[src/dual_axis_kalman_observer_core_macros.svh]
// -----------------------------------------------------------------------------
// Assertion macros for the dual-axis Kalman observer
// Concurrent checks on clk_i, disabled while rst_ni is low.
// -----------------------------------------------------------------------------
`ifndef DUAL_AXIS_KALMAN_OBSERVER_CORE_MACROS_SVH
`define DUAL_AXIS_KALMAN_OBSERVER_CORE_MACROS_SVH

`ifndef SYNTH
// same-cycle implication
`define DAKO_ASSERT(lbl, ante, cons, msg) \
  lbl: assert property (@(posedge clk_i) disable iff (!rst_ni) (ante) |-> (cons)) \
    else $error(msg);
// next-cycle implication
`define DAKO_ASSERT_NEXT(lbl, ante, cons, msg) \
  lbl: assert property (@(posedge clk_i) disable iff (!rst_ni) (ante) |=> (cons)) \
    else $error(msg);
`else
`define DAKO_ASSERT(lbl, ante, cons, msg)
`define DAKO_ASSERT_NEXT(lbl, ante, cons, msg)
`endif

`endif

[src/dako_pkg.sv]
// -----------------------------------------------------------------------------
// dako_pkg
// Shared types, constants and address helpers of the dual-axis observer.
// -----------------------------------------------------------------------------
package dako_pkg;

  localparam int DATA_W      = 32;
  localparam int ACC_W       = 50;
  localparam int PROD_W      = 64;
  localparam int ADDR_W      = 6;
  localparam int MEM_DEPTH   = 64;
  localparam int OFF_W       = 4;
  localparam int NUM_CFG     = 8;
  localparam int CFG_IDX_W   = 3;
  localparam int DEN_W       = 33;
  localparam int CLR_W       = 5;
  localparam int AXIS_ENTRIES = 12;

  localparam logic [CLR_W-1:0] CLR_LAST = CLR_W'(2 * AXIS_ENTRIES - 1);

  localparam logic signed [DATA_W-1:0] SYS_A22  = 32'sd65536;
  localparam logic signed [DATA_W-1:0] A_ONE    = 32'sd65536;
  localparam logic signed [DATA_W-1:0] COV_ONE  = 32'sh4000_0000;
  localparam logic signed [DATA_W-1:0] Q_NOISE  = 32'sd107374;
  localparam logic signed [DATA_W-1:0] R_NOISE  = 32'sd53687091;
  localparam logic signed [DATA_W-1:0] SAT_MAX  = 32'sh7fff_ffff;
  localparam logic signed [DATA_W-1:0] SAT_MIN  = 32'sh8000_0000;

  // per-axis block: P at 0..8, state at 9..11
  localparam logic [OFF_W-1:0]  OFF_ST     = 4'd9;
  // scratch, shared by both axes
  localparam logic [ADDR_W-1:0] T_BASE     = 6'd32;
  localparam logic [ADDR_W-1:0] PP_BASE    = 6'd41;
  localparam logic [ADDR_W-1:0] PRED_BASE  = 6'd50;
  localparam logic [ADDR_W-1:0] INNOV_ADDR = 6'd53;

  typedef enum logic [1:0] {
    SH_PASS,
    SH_16,
    SH_30
  } shift_e;

  typedef enum logic [3:0] {
    ST_CLR,
    ST_IDLE,
    ST_PRED,
    ST_TMUL,
    ST_PMUL,
    ST_GRD,
    ST_GCHK,
    ST_GWAIT,
    ST_INNOV,
    ST_SUPD,
    ST_CUPD,
    ST_DONE
  } state_e;

  typedef struct packed {
    logic signed [DATA_W-1:0] meas_x;
    logic signed [DATA_W-1:0] meas_y;
    logic                     clear_filter;
  } in_t;

  typedef struct packed {
    logic signed [DATA_W-1:0] est_pos_x;
    logic signed [DATA_W-1:0] est_vel_x;
    logic signed [DATA_W-1:0] est_zmp_x;
    logic signed [DATA_W-1:0] est_pos_y;
    logic signed [DATA_W-1:0] est_vel_y;
    logic signed [DATA_W-1:0] est_zmp_y;
  } out_t;

  // one product term issued to the MAC pipe
  typedef struct packed {
    logic                     valid;
    logic [ADDR_W-1:0]        addr;
    logic signed [DATA_W-1:0] coef;
    shift_e                   shift;
    logic                     sub;
    logic                     first;
    logic                     last;
    logic signed [DATA_W-1:0] bias;
    logic [ADDR_W-1:0]        dest;
  } term_t;

  typedef struct packed {
    logic              en;
    logic [ADDR_W-1:0] addr;
    logic [DATA_W-1:0] data;
  } wr_t;

  function automatic logic [OFF_W-1:0] idx3(input logic [1:0] r, input logic [1:0] c);
    return {1'b0, r, 1'b0} + {2'b00, r} + {2'b00, c};
  endfunction

  function automatic logic [ADDR_W-1:0] p_addr(input logic axis,
                                               input logic [OFF_W-1:0] off);
    return {1'b0, axis, off};
  endfunction

  function automatic logic [ADDR_W-1:0] s_addr(input logic [ADDR_W-1:0] base,
                                               input logic [OFF_W-1:0] off);
    return base + {2'b00, off};
  endfunction

  function automatic logic signed [DATA_W-1:0] cfg_reset(input logic [CFG_IDX_W-1:0] idx);
    return (idx == 3'd0 || idx == 3'd4) ? A_ONE : '0;
  endfunction

endpackage

[src/dako_div.sv]
// -----------------------------------------------------------------------------
// dako_div
// Radix-2 restoring divider for the Kalman gain, Q2.30 result, saturating.
// -----------------------------------------------------------------------------
module dako_div import dako_pkg::*; (
  input  logic                     clk_i,
  input  logic                     rst_ni,
  input  logic                     start_i,
  input  logic signed [DATA_W-1:0] num_i,
  input  logic signed [DEN_W-1:0]  den_i,
  output logic                     busy_o,
  output logic                     done_o,
  output logic signed [DATA_W-1:0] quo_o
);

  logic              busy_q, done_q, neg_q;
  logic [4:0]        cnt_q;
  logic [DATA_W-1:0] den_q, rem_q, shf_q, qb_q;
  logic [DATA_W-1:0] mag, den_u, rem_n, qb_n;
  logic [DATA_W:0]   rem2;
  logic              ovf, ge, last;
  logic signed [DATA_W-1:0] quo_q;

  function automatic logic signed [DATA_W-1:0] fin(input logic [DATA_W-1:0] q,
                                                   input logic neg);
    if (!neg) begin
      return q[DATA_W-1] ? SAT_MAX : q;
    end
    return (q[DATA_W-1] && (|q[DATA_W-2:0])) ? SAT_MIN : (~q + 1'b1);
  endfunction

  always_comb begin
    mag   = num_i[DATA_W-1] ? (~num_i + 1'b1) : num_i;
    den_u = den_i[DATA_W-1:0];
    ovf   = {2'b00, mag} >= {den_u, 2'b00};
    rem2  = {rem_q, shf_q[DATA_W-1]};
    ge    = rem2 >= {1'b0, den_q};
    rem_n = ge ? 32'(rem2 - {1'b0, den_q}) : rem2[DATA_W-1:0];
    qb_n  = {qb_q[DATA_W-2:0], ge};
    last  = (cnt_q == 5'd31);
  end

  always_ff @(posedge clk_i or negedge rst_ni) begin
    if (!rst_ni) begin
      busy_q <= 1'b0;
      done_q <= 1'b0;
      cnt_q  <= '0;
    end else begin
      done_q <= 1'b0;
      if (start_i) begin
        busy_q <= !ovf;
        done_q <= ovf;
        cnt_q  <= '0;
      end else if (busy_q) begin
        cnt_q <= cnt_q + 5'd1;
        if (last) begin
          busy_q <= 1'b0;
          done_q <= 1'b1;
        end
      end
    end
  end

  always_ff @(posedge clk_i) begin
    if (start_i) begin
      neg_q <= num_i[DATA_W-1];
      den_q <= den_u;
      rem_q <= {2'b00, mag[DATA_W-1:2]};
      shf_q <= {mag[1:0], 30'b0};
      qb_q  <= '0;
      if (ovf) begin
        quo_q <= num_i[DATA_W-1] ? SAT_MIN : SAT_MAX;
      end
    end else if (busy_q) begin
      rem_q <= rem_n;
      shf_q <= {shf_q[DATA_W-2:0], 1'b0};
      qb_q  <= qb_n;
      if (last) begin
        quo_q <= fin(qb_n, neg_q);
      end
    end
  end

  assign busy_o = busy_q;
  assign done_o = done_q;
  assign quo_o  = quo_q;

endmodule

[config.mk]
export PLATFORM = sky130hd
export DESIGN_NAME = dako_div
export DESIGN_NICKNAME = d
export VERILOG_FILES = /design/src/dual_axis_kalman_observer_core_macros.svh /design/src/dako_pkg.sv /design/src/dako_div.sv
export SDC_FILE = /design/constraint.sdc
export NUM_CORES = 1
export LEC_CHECK = 0
export BUFFER_PORTS_ARGS = -buffer_cell sky130_fd_sc_hd__buf_4
export CAP_MARGIN = 20
export CORE_MARGIN = 2
export CORE_UTILIZATION = 45
export DETAILED_ROUTE_END_ITERATION = 8
export PLACE_DENSITY = 0.71
export SLEW_MARGIN = 30
export SYNTH_ARGS = -nofsm -noshare
export SYNTH_HDL_FRONTEND = slang
export SYNTH_SLANG_ARGS = --single-unit
[constraint.sdc]
create_clock -name clk_i -period 4.3 [get_ports clk_i]
set_input_delay 0.215 -clock clk_i [delete_from_list [all_inputs] [get_ports clk_i]]
set_output_delay 0.215 -clock clk_i [all_outputs]
set_load 0.005 [all_outputs]
==> run metrics <==
status complete, no violations; P&R area growth vs syn 21.91%; # nets final 1312; Final Hold Violating Endpoints 0; initial core utilization 45.67%; Synth Instances 1043; synth unique cells 79; RSZ-0062 raised after global routing no; met3 GRT Util 3.110%; Mapped Avg Cell Area 9.175 um2; R2R depth 17; HP Class input port to async pin; TritonCTS Buffers 17; leak pwr 5.172 nW; Synth async-reset ratio 5.109%; Max clock buf depth 2; CP max stage delay 0.52 ns; worst-path maximum fanout 32; num ports 102; routed vias 8269; Slowest cell on crit path or4_4; Setup WS pre-CTS -0.2074 ns; Yosys top cell area share 30.44%; flip-flop and latch count after synthesis 137; Reg power frac 28.4%; CP Data Arrival Time 4.24 ns; clock-pin slew on the worst setup and hold paths 0.06 ns; row count 53; CORE AREA 20960 um2; vias in the first global route 7971; final non-filler cell total 1465; worst-margin pin slew 0.9414 ns; FF-to-FF End quo_o[30]; total nets after synthesis 1178; CTS tree done; met1 Usage GRT 29.49%; hold slack 0.1342 ns; mapped cell area 9569 um2; dpl hpwl 17.00 mm; Post-Route WL 23.79 mm; worst setup margin 0.1799 ns; Critical R2R Launch rem_q[5]; P per Cell Area 542.1 nW/um2; Die Ht 149.8 um; critical-path cell list buf_4, or4_4, or4_1, or4_1, or2_4, o41ai_1, xnor2_1, ha_1, nand4_1, nor3_1, nand4_1, o21ai_0, a21oi_1, nand2_2, buf_12; Max Fclk 242.7 MHz; worst vdd ir 303.4 uV; Final Cycle Share 95.82%; number of synthesized flops with an enable pin 97; met2 GRT Util 36.23%; top-count cell post-synth nor2_1; Final min period 4.120 ns; DRT antenna net count 0; DR iter-0 viols 676; Slew Viols, Final 0; Ys Warns 0; CP Data Required Time 4.42 ns; Port Buffers 100; max cap viols 0; multi-input logic area 5296 um2; main area contributors after synthesis edfxtp_1 30%, ha_1 8.6%, dfxtp_1 6.9%; largest net degree at the start of global routing 55; sequential area share after synthesis 39.17%; Clock Sinks 137; Clk pwr share 24.2%; Storage cell area 3750 um2; Int Power 3.834 mW; H-tree levels 4; total track usage 21.95%; # setup viols final 0; R2R setup slack 0.30 ns; Antenna diodes 0; initial antenna violation count 0; Filler Cells Inserted 1925; dominant cell type by area after synthesis edfxtp_1; first-pass GRT wire length 39.25 mm; Chip Width 149.8 um; GP Congestion 0.8619; predominant post-synthesis flop cell edfxtp_1; clock skew 0.01051 ns; DR pass1 iterations 5; Skew-Pair Late Insertion Delay 0.43 ns; Gate power share 47.4%; CP Launch Type input port; Setup crit end kind flip-flop; Slew HR 37.24%; dpl cells 1399; DR vias/cell 5.644; gr busiest metal met2; Final Core Density 55.67%; wire per inst 16.24 um; Tot Pwr 6.324 mW; Remaining DRCs 0; clk root buf clkbuf_16; Commonest cells post-synth 106 x nor2_1, 97 x edfxtp_1, 77 x inv_1; grt total ovfl 0; layout cells sized above 1 17.23%; Crit Path Class input port to flip-flop; switching power 2.490 mW; full die area 22450 um2; switch share 39.38%
[area by class of cell]
type	instances	share of cell area, %
Clock buffer	18	3.861
Clock inverter	14	1.416
Inverter	79	2.542
Multi-Input combinational cell	773	45.40
Sequential cell	137	32.14
Tap cell	275	2.949
Timing Repair Buffer	169	11.69
[logic make-up (layout without fill, tap and decap cells)]
| family | count (synthesis) | count (layout) | synth area share, % |
|---|---|---|---|
| xor+xnor | 67 | 67 | 6.132 |
| simple gates | 323 | 323 | 16.87 |
| flops | 137 | 137 | 39.17 |
| compound gates | 279 | 279 | 19.22 |
| buf+inv | 133 | 280 | 5.871 |
| fa+ha+maj | 67 | 67 | 8.839 |
| mux | 37 | 37 | 3.896 |
[cells in the final DEF (no fill, tap or decap), drive strengths merged, types with 16 or more instances in the layout]
| cell | count |
|---|---|
| a21o | 24 |
| a21oi | 59 |
| a31oi | 21 |
| buf | 136 |
| clkbuf | 18 |
| dfxtp | 33 |
| dlygate4sd3 | 33 |
| edfxtp | 97 |
| ha | 66 |
| inv | 88 |
| mux2i | 35 |
| nand2 | 73 |
| nand4 | 16 |
| nor2 | 107 |
| nor3 | 24 |
| o211ai | 18 |
| o21ai | 70 |
| xnor2 | 49 |
| xor2 | 18 |
[worst max path at each step]
stage	slack, ns	endpoint	cells after the start	from
after detailed placement	-0.21	quo_o[0]	15	num_i[14]
after global routing	0.007	quo_o[16]	18	den_q[1]
after floorplan	0.14	quo_o[0]	17	num_i[14]
final	0.18	quo_o[31]	15	num_i[14]
after global placement	-0.15	quo_o[11]	15	num_i[14]
after CTS	0.08	quo_o[24]	19	den_q[1]
[per-stage QoR]
step / setup TNS [ns] / area [um2]
6_report: 0 / 11670
5_1_grt: 0 / 11670
4_1_cts: 0 / 11620
3_5_place_dp: -6.531 / 10680
3_3_place_gp: -4.797 / 10680
2_1_floorplan: 0 / 9572
[power groups by stage]
stage          combinational, mW  sequential, mW  clock [mW]
2_1_floorplan               2.26            1.78           0
3_3_place_gp                2.86            1.81           0
3_5_place_dp                2.89            1.82           0
4_1_cts                     2.94            1.79        1.55
5_1_grt                     3.35            1.82        1.61
6_report                    3.00            1.80        1.53
[worst max-delay path, delay by kind of cell]
family	cells	cell delay, ns
fa+ha+maj	1	0.33
buf+inv	2	0.31
xor+xnor	1	0.15
simple gates	8	2.45
compound gates	3	0.78
[flip-flops by register name, summed over array words and instances, names as in the netlist]
name    cells
done_o      1
rem_q      32
busy_o      1
qb_q       31
neg_q       1
cnt_q       5
quo_o      32
shf_q       2
den_q      32
[repair_timing]
action,4_1_cts,5_1_grt
gates resized for setup,0,8
setup buffers,0,1
hold buffers,33,0
setup endpoints to repair,0,7
endpoints found under the hold margin,39,0
[routing by layer]
metal	up-vias	share of wire (%)
met4	0	1.7
met5	-	0
met1	3916	46
met3	34	4.5
li1	4086	-
met2	233	47
(Power assumes the default switching activity.)
