File: config.mk
export PLATFORM = sky130hd
export DESIGN_NAME = dako_mac
export DESIGN_NICKNAME = d
export VERILOG_FILES = /design/src/dual_axis_kalman_observer_core_macros.svh /design/src/dako_pkg.sv /design/src/dako_mac.sv
export SDC_FILE = /design/constraint.sdc
export NUM_CORES = 2
export LEC_CHECK = 0
export ABC_AREA = 1
export BUFFER_PORTS_ARGS = -buffer_cell sky130_fd_sc_hd__buf_2
export CAP_MARGIN = 20
export CORE_UTILIZATION = 45
export CTS_CLUSTER_DIAMETER = 120
export CTS_CLUSTER_SIZE = 28
export DETAILED_ROUTE_END_ITERATION = 10
export GPL_TIMING_DRIVEN = 0
export PLACE_DENSITY = 0.68
export SETUP_SLACK_MARGIN = 0.4
export SYNTH_ARGS = -nofsm -noshare
export SYNTH_HDL_FRONTEND = slang
export SYNTH_SLANG_ARGS = --single-unit
File: constraint.sdc
create_clock -name clk_i -period 8.72 [get_ports clk_i]
set_input_delay 0.872 -clock clk_i [delete_from_list [all_inputs] [get_ports clk_i]]
set_output_delay 0.872 -clock clk_i [all_outputs]
set_load 0.005 [all_outputs]
File: src/dual_axis_kalman_observer_core_macros.svh
// -----------------------------------------------------------------------------
// Assertion macros for the dual-axis Kalman observer
// Concurrent checks on clk_i, disabled while rst_ni is low.
// -----------------------------------------------------------------------------
`ifndef DUAL_AXIS_KALMAN_OBSERVER_CORE_MACROS_SVH
`define DUAL_AXIS_KALMAN_OBSERVER_CORE_MACROS_SVH

`ifndef SYNTH
// same-cycle implication
`define DAKO_ASSERT(lbl, ante, cons, msg) \
  lbl: assert property (@(posedge clk_i) disable iff (!rst_ni) (ante) |-> (cons)) \
    else $error(msg);
// next-cycle implication
`define DAKO_ASSERT_NEXT(lbl, ante, cons, msg) \
  lbl: assert property (@(posedge clk_i) disable iff (!rst_ni) (ante) |=> (cons)) \
    else $error(msg);
`else
`define DAKO_ASSERT(lbl, ante, cons, msg)
`define DAKO_ASSERT_NEXT(lbl, ante, cons, msg)
`endif

`endif

File: src/dako_pkg.sv
// -----------------------------------------------------------------------------
// dako_pkg
// Shared types, constants and address helpers of the dual-axis observer.
// -----------------------------------------------------------------------------
package dako_pkg;

  localparam int DATA_W      = 32;
  localparam int ACC_W       = 50;
  localparam int PROD_W      = 64;
  localparam int ADDR_W      = 6;
  localparam int MEM_DEPTH   = 64;
  localparam int OFF_W       = 4;
  localparam int NUM_CFG     = 8;
  localparam int CFG_IDX_W   = 3;
  localparam int DEN_W       = 33;
  localparam int CLR_W       = 5;
  localparam int AXIS_ENTRIES = 12;

  localparam logic [CLR_W-1:0] CLR_LAST = CLR_W'(2 * AXIS_ENTRIES - 1);

  localparam logic signed [DATA_W-1:0] SYS_A22  = 32'sd65536;
  localparam logic signed [DATA_W-1:0] A_ONE    = 32'sd65536;
  localparam logic signed [DATA_W-1:0] COV_ONE  = 32'sh4000_0000;
  localparam logic signed [DATA_W-1:0] Q_NOISE  = 32'sd107374;
  localparam logic signed [DATA_W-1:0] R_NOISE  = 32'sd53687091;
  localparam logic signed [DATA_W-1:0] SAT_MAX  = 32'sh7fff_ffff;
  localparam logic signed [DATA_W-1:0] SAT_MIN  = 32'sh8000_0000;

  // per-axis block: P at 0..8, state at 9..11
  localparam logic [OFF_W-1:0]  OFF_ST     = 4'd9;
  // scratch, shared by both axes
  localparam logic [ADDR_W-1:0] T_BASE     = 6'd32;
  localparam logic [ADDR_W-1:0] PP_BASE    = 6'd41;
  localparam logic [ADDR_W-1:0] PRED_BASE  = 6'd50;
  localparam logic [ADDR_W-1:0] INNOV_ADDR = 6'd53;

  typedef enum logic [1:0] {
    SH_PASS,
    SH_16,
    SH_30
  } shift_e;

  typedef enum logic [3:0] {
    ST_CLR,
    ST_IDLE,
    ST_PRED,
    ST_TMUL,
    ST_PMUL,
    ST_GRD,
    ST_GCHK,
    ST_GWAIT,
    ST_INNOV,
    ST_SUPD,
    ST_CUPD,
    ST_DONE
  } state_e;

  typedef struct packed {
    logic signed [DATA_W-1:0] meas_x;
    logic signed [DATA_W-1:0] meas_y;
    logic                     clear_filter;
  } in_t;

  typedef struct packed {
    logic signed [DATA_W-1:0] est_pos_x;
    logic signed [DATA_W-1:0] est_vel_x;
    logic signed [DATA_W-1:0] est_zmp_x;
    logic signed [DATA_W-1:0] est_pos_y;
    logic signed [DATA_W-1:0] est_vel_y;
    logic signed [DATA_W-1:0] est_zmp_y;
  } out_t;

  // one product term issued to the MAC pipe
  typedef struct packed {
    logic                     valid;
    logic [ADDR_W-1:0]        addr;
    logic signed [DATA_W-1:0] coef;
    shift_e                   shift;
    logic                     sub;
    logic                     first;
    logic                     last;
    logic signed [DATA_W-1:0] bias;
    logic [ADDR_W-1:0]        dest;
  } term_t;

  typedef struct packed {
    logic              en;
    logic [ADDR_W-1:0] addr;
    logic [DATA_W-1:0] data;
  } wr_t;

  function automatic logic [OFF_W-1:0] idx3(input logic [1:0] r, input logic [1:0] c);
    return {1'b0, r, 1'b0} + {2'b00, r} + {2'b00, c};
  endfunction

  function automatic logic [ADDR_W-1:0] p_addr(input logic axis,
                                               input logic [OFF_W-1:0] off);
    return {1'b0, axis, off};
  endfunction

  function automatic logic [ADDR_W-1:0] s_addr(input logic [ADDR_W-1:0] base,
                                               input logic [OFF_W-1:0] off);
    return base + {2'b00, off};
  endfunction

  function automatic logic signed [DATA_W-1:0] cfg_reset(input logic [CFG_IDX_W-1:0] idx);
    return (idx == 3'd0 || idx == 3'd4) ? A_ONE : '0;
  endfunction

endpackage

File: src/dako_mac.sv
// -----------------------------------------------------------------------------
// dako_mac
// Multiply, round and accumulate pipe with saturating write-back.
// -----------------------------------------------------------------------------
module dako_mac import dako_pkg::*; (
  input  logic                     clk_i,
  input  logic                     rst_ni,
  input  term_t                    iss_i,
  input  logic signed [DATA_W-1:0] rdata_i,
  output wr_t                      wr_o,
  output logic                     busy_o
);

  localparam logic signed [PROD_W-1:0] RND16 = 64'sd32768;
  localparam logic signed [PROD_W-1:0] RND30 = 64'sd536870912;

  term_t s1_q, s2_q, s3_q;
  wr_t   wr_q;

  logic signed [PROD_W-1:0] prod_d, prod_q, rnd;
  logic signed [ACC_W-1:0]  term_q, acc_q, base, acc_n;
  logic signed [DATA_W-1:0] sat_v;

  // stage 1: product
  always_comb begin
    if (s1_q.shift == SH_PASS) begin
      prod_d = PROD_W'(rdata_i);
    end else begin
      prod_d = s1_q.coef * rdata_i;
    end
  end

  // stage 2: round to nearest, ties up
  always_comb begin
    unique case (s2_q.shift)
      SH_PASS: rnd = prod_q;
      SH_16:   rnd = (prod_q + RND16) >>> 16;
      SH_30:   rnd = (prod_q + RND30) >>> 30;
      default: rnd = prod_q;
    endcase
  end

  // stage 3: accumulate and clamp
  always_comb begin
    base  = s3_q.first ? ACC_W'(s3_q.bias) : acc_q;
    acc_n = s3_q.sub ? base - term_q : base + term_q;
    if (acc_n > ACC_W'(SAT_MAX)) begin
      sat_v = SAT_MAX;
    end else if (acc_n < ACC_W'(SAT_MIN)) begin
      sat_v = SAT_MIN;
    end else begin
      sat_v = acc_n[DATA_W-1:0];
    end
  end

  always_ff @(posedge clk_i or negedge rst_ni) begin
    if (!rst_ni) begin
      s1_q <= '0;
      s2_q <= '0;
      s3_q <= '0;
      wr_q <= '0;
    end else begin
      s1_q    <= iss_i;
      s2_q    <= s1_q;
      s3_q    <= s2_q;
      wr_q.en <= s3_q.valid && s3_q.last;
      wr_q.addr <= s3_q.dest;
      wr_q.data <= sat_v;
    end
  end

  always_ff @(posedge clk_i) begin
    prod_q <= prod_d;
    term_q <= rnd[ACC_W-1:0];
    if (s3_q.valid) begin
      acc_q <= acc_n;
    end
  end

  assign wr_o   = wr_q;
  assign busy_o = s1_q.valid | s2_q.valid | s3_q.valid | wr_q.en;

endmodule

==> results by group <==
Status
  • Status: finished, final reports clean

Synth
  • Main area contributors after synthesis: fa_1 38%, inv_1 14%, nand2_1 12%, dfrtp_1 8.8%, ha_1 5.2%
  • Yosys warns: 0
  • Main synth FF type: dfrtp_1
  • Post-synth EDFFs: 50
  • Count of cell types in the netlist: 55
  • Synth Net Count: between 8000 and 9000
  • Area share of the largest cell type after synthesis: 0.3806
  • Top post-synthesis cells by count: 2090 x inv_1, 1835 x nand2_1, 1083 x fa_1, 385 x nor2_1, 256 x clkbuf_1
  • Most frequent cell after synthesis: inv_1
  • Async set or reset register ratio after synthesis: 0.5507
  • Register area share after synthesis: 0.1547
  • Yosys top cell by area: fa_1
  • Mapped Cells: ~7300
  • Mapped cell area: 56960 sq um
  • #FFs+latches synth: 365
  • Syn_area_per_cell: between 7 and 8 sq um

Placed design
  • PortBufs: about 120
  • Dpl cells: 9064
  • Global placement routability congestion: about 1.0
  • Detailed Place HPWL: 188500 um

Clocking
  • CTS tree: yes
  • Reg clk slew, reported paths: roughly 0.090 ns
  • CTS root buffer: clkbuf_16
  • Worst skew pair latency: approximately 0.66 ns
  • TritonCTS buffer count: 24
  • CTS Sinks: 365
  • Hold-fix buffers, CTS: 0
  • CTS Buffer Depth: 3
  • H-tree depth: 1

Global route
  • Global-route wire length before repair: 324800 um
  • Total gr overflow: 0
  • Vias in the first global route: ~49000
  • Gr usage total: 0.3545
  • Antenna violations before repair: 14
  • Largest net degree at the start of global routing: 132

STA
  • Hold Fails Final Rpt: 0
  • Relative slew slack: 0.1894
  • Final period utilization: 0.9462
  • Clock skew: between 0.03 and 0.04 ns
  • RSZ-0062 raised after global routing: yes
  • Max-slew violation count: 0
  • Final count of negative-setup-slack endpoints: 0
  • Slew @ Worst Pin: 1.216 ns
  • Minimum clock period: about 8.3 ns
  • F_max: ~0.12 GHz

Cells and area
  • Layout cells sized above 1: 0.07498
  • Final non-filler cell total: 9126
  • Nets@finish: 8889
  • Area delta synth->final: 8.196%

Min path
  • Worst hold path class: input port to async pin

Setup path
  • CP Launch Point: rdata_i[31]
  • Reg-to-reg endpoint: prod_q[42]
  • Depth of the worst register-to-register path: 28
  • R2r setup slk: about 0.51 ns
  • Worst Setup End Kind: register
  • Arrival time at the worst endpoint: 8.77 ns
  • CP max FO: 10
  • WP data required: 9.24 ns
  • Worst r2r src: s1_q[55]
  • CP Class: input port to register
  • CP endpoint: prod_q[55]
  • Startpoint Class: input port

Routing
  • Starting DRT DRC Count: roughly 5500
  • ANT nets after route: 0
  • DRT Pass-1 Iters: 7
  • Vias per std cell: 5.333
  • Routed wire length: 223500 um
  • DR WL/cell: about 24 um
  • Vias: a little under 50000
  • DRC viols: 0

Flow run
  • Max Cap Viol: 0

Floorplan
  • Die height: about 360 um
  • Starting Density: 0.4536
  • Die area: around 130000 sq um
  • Core area: between 100000 and 150000 sq um
  • Num ports: between 150 and 200
  • Die W: 357.8 um
  • Rows: 130
## layer usage
metal	global-route usage	routed length (um)	vias to the layer above
li1	-	-	21280
met1	0.5043	92170	24110
met2	0.5133	92630	2752
met3	0.08763	26990	518
met4	0.1500	11580	14
met5	0	161	-
## sequential cells by signal, indices dropped and copies added (netlist names)
register,flops
acc_q,50
prod_q,64
s1_q,76
s2_q,44
s3_q,42
term_q,50
wr_o,39
## what timing repair did
action / 4_1_cts / 5_1_grt
gates cloned: 0 / 0
pin swaps: 4 / 5
setup buffers: 7 / 5
gates resized for setup: 231 / 295
endpoints found under the hold margin: 0 / 0
setup endpoints to repair: 43 / 35
## stage by stage
stage	setup TNS (ns)	setup WS, ns	hold slack, ns	util	area, sq um
2_1_floorplan	0	0.8802	0.3312	-	56960
3_3_place_gp	-55.10	-2.239	0.3320	0.4748	59620
3_5_place_dp	-44.66	-1.954	0.3347	0.4768	59870
4_1_cts	0	0.3814	0.2197	0.4875	61220
5_1_grt	0	0.3335	0.2587	0.4907	61610
6_report	0	0.4691	0.2095	0.4908	61630
## placed cells by master, fill, tap and decap left out, types with 13 or more instances in the layout
cell type / count
edfxtp_1: 50
buf_2: 131
dfrtp_2: 17
nor3_1: 44
nand3_1: 154
nor2_1: 380
a31oi_1: 54
nor4_1: 17
dfrtp_1: 184
or2_2: 27
a21oi_1: 181
nand4_1: 53
o21ai_0: 176
clkbuf_2: 81
mux2_2: 30
fa_1: 1071
nor2_2: 16
buf_6: 19
ha_1: 232
nand2_1: 1833
clkbuf_1: 76
o211ai_1: 14
buf_4: 42
nand2_2: 31
xor2_1: 55
xnor2_1: 41
dfxtp_1: 114
clkbuf_16: 25
o21bai_1: 13
clkbuf_4: 48
inv_1: 2084
## cell families (layout without fill, tap and decap cells)
kind of cell,Yosys count,after routing,synth area share
simple gates,2583,2583,0.1825
buf+inv,2365,2552,0.1566
fa+ha+maj,1321,1321,0.4329
compound gates,517,517,0.05123
flops,365,365,0.1547
xor+xnor,100,100,0.01590
mux,31,31,0.006107
other cells,0,7,0
## cell type report
cell class,instances,area (sq um)
inverter,2097,7879
sequential,365,8835
multi-input combinational,4552,39390
clock buffer,31,648.1
timing repair buffer,144,929.6
clock inverter,12,259.0
antenna,7,17.52
tap,1650,2064
buffer,268,1603
fill,12550,63940
## critical path, stage by stage
cell and delay (ns):
buf_2 0.20, inv_1 0.24, clkbuf_1 0.92, nor2_1 0.15
fa_1 0.56, fa_1 0.43, fa_1 0.51, fa_1 0.44
fa_1 0.53, fa_1 0.43, fa_1 0.49, inv_1 0.07
fa_1 0.55, inv_1 0.06, ha_1 0.41, a21oi_1 0.19
inv_1 0.09, a21oi_1 0.23, o21ai_0 0.17, a31oi_1 0.32
nand3_2 0.22, nand2_1 0.16, nand2_1 0.08, or2_2 0.28
nand3_1 0.07, nand2_1 0.06
## worst min-delay path by stage
stage                     startpoint       end  slack [ns]  cells past startpoint
after floorplan              s1_q[0]   s2_q[0]        0.33                      0
after global placement      s1_q[16]  s2_q[16]        0.33                      0
after detailed placement    s1_q[36]  s2_q[36]        0.33                      0
after CTS                     rst_ni  s1_q[46]        0.22                      1
after global routing          rst_ni  s1_q[46]        0.26                      1
final                         rst_ni  s1_q[46]        0.21                      1
Power is left out: the tool's default activity adds up to more than one toggle a clock period on the data nets, which glitch-free logic cannot reach.
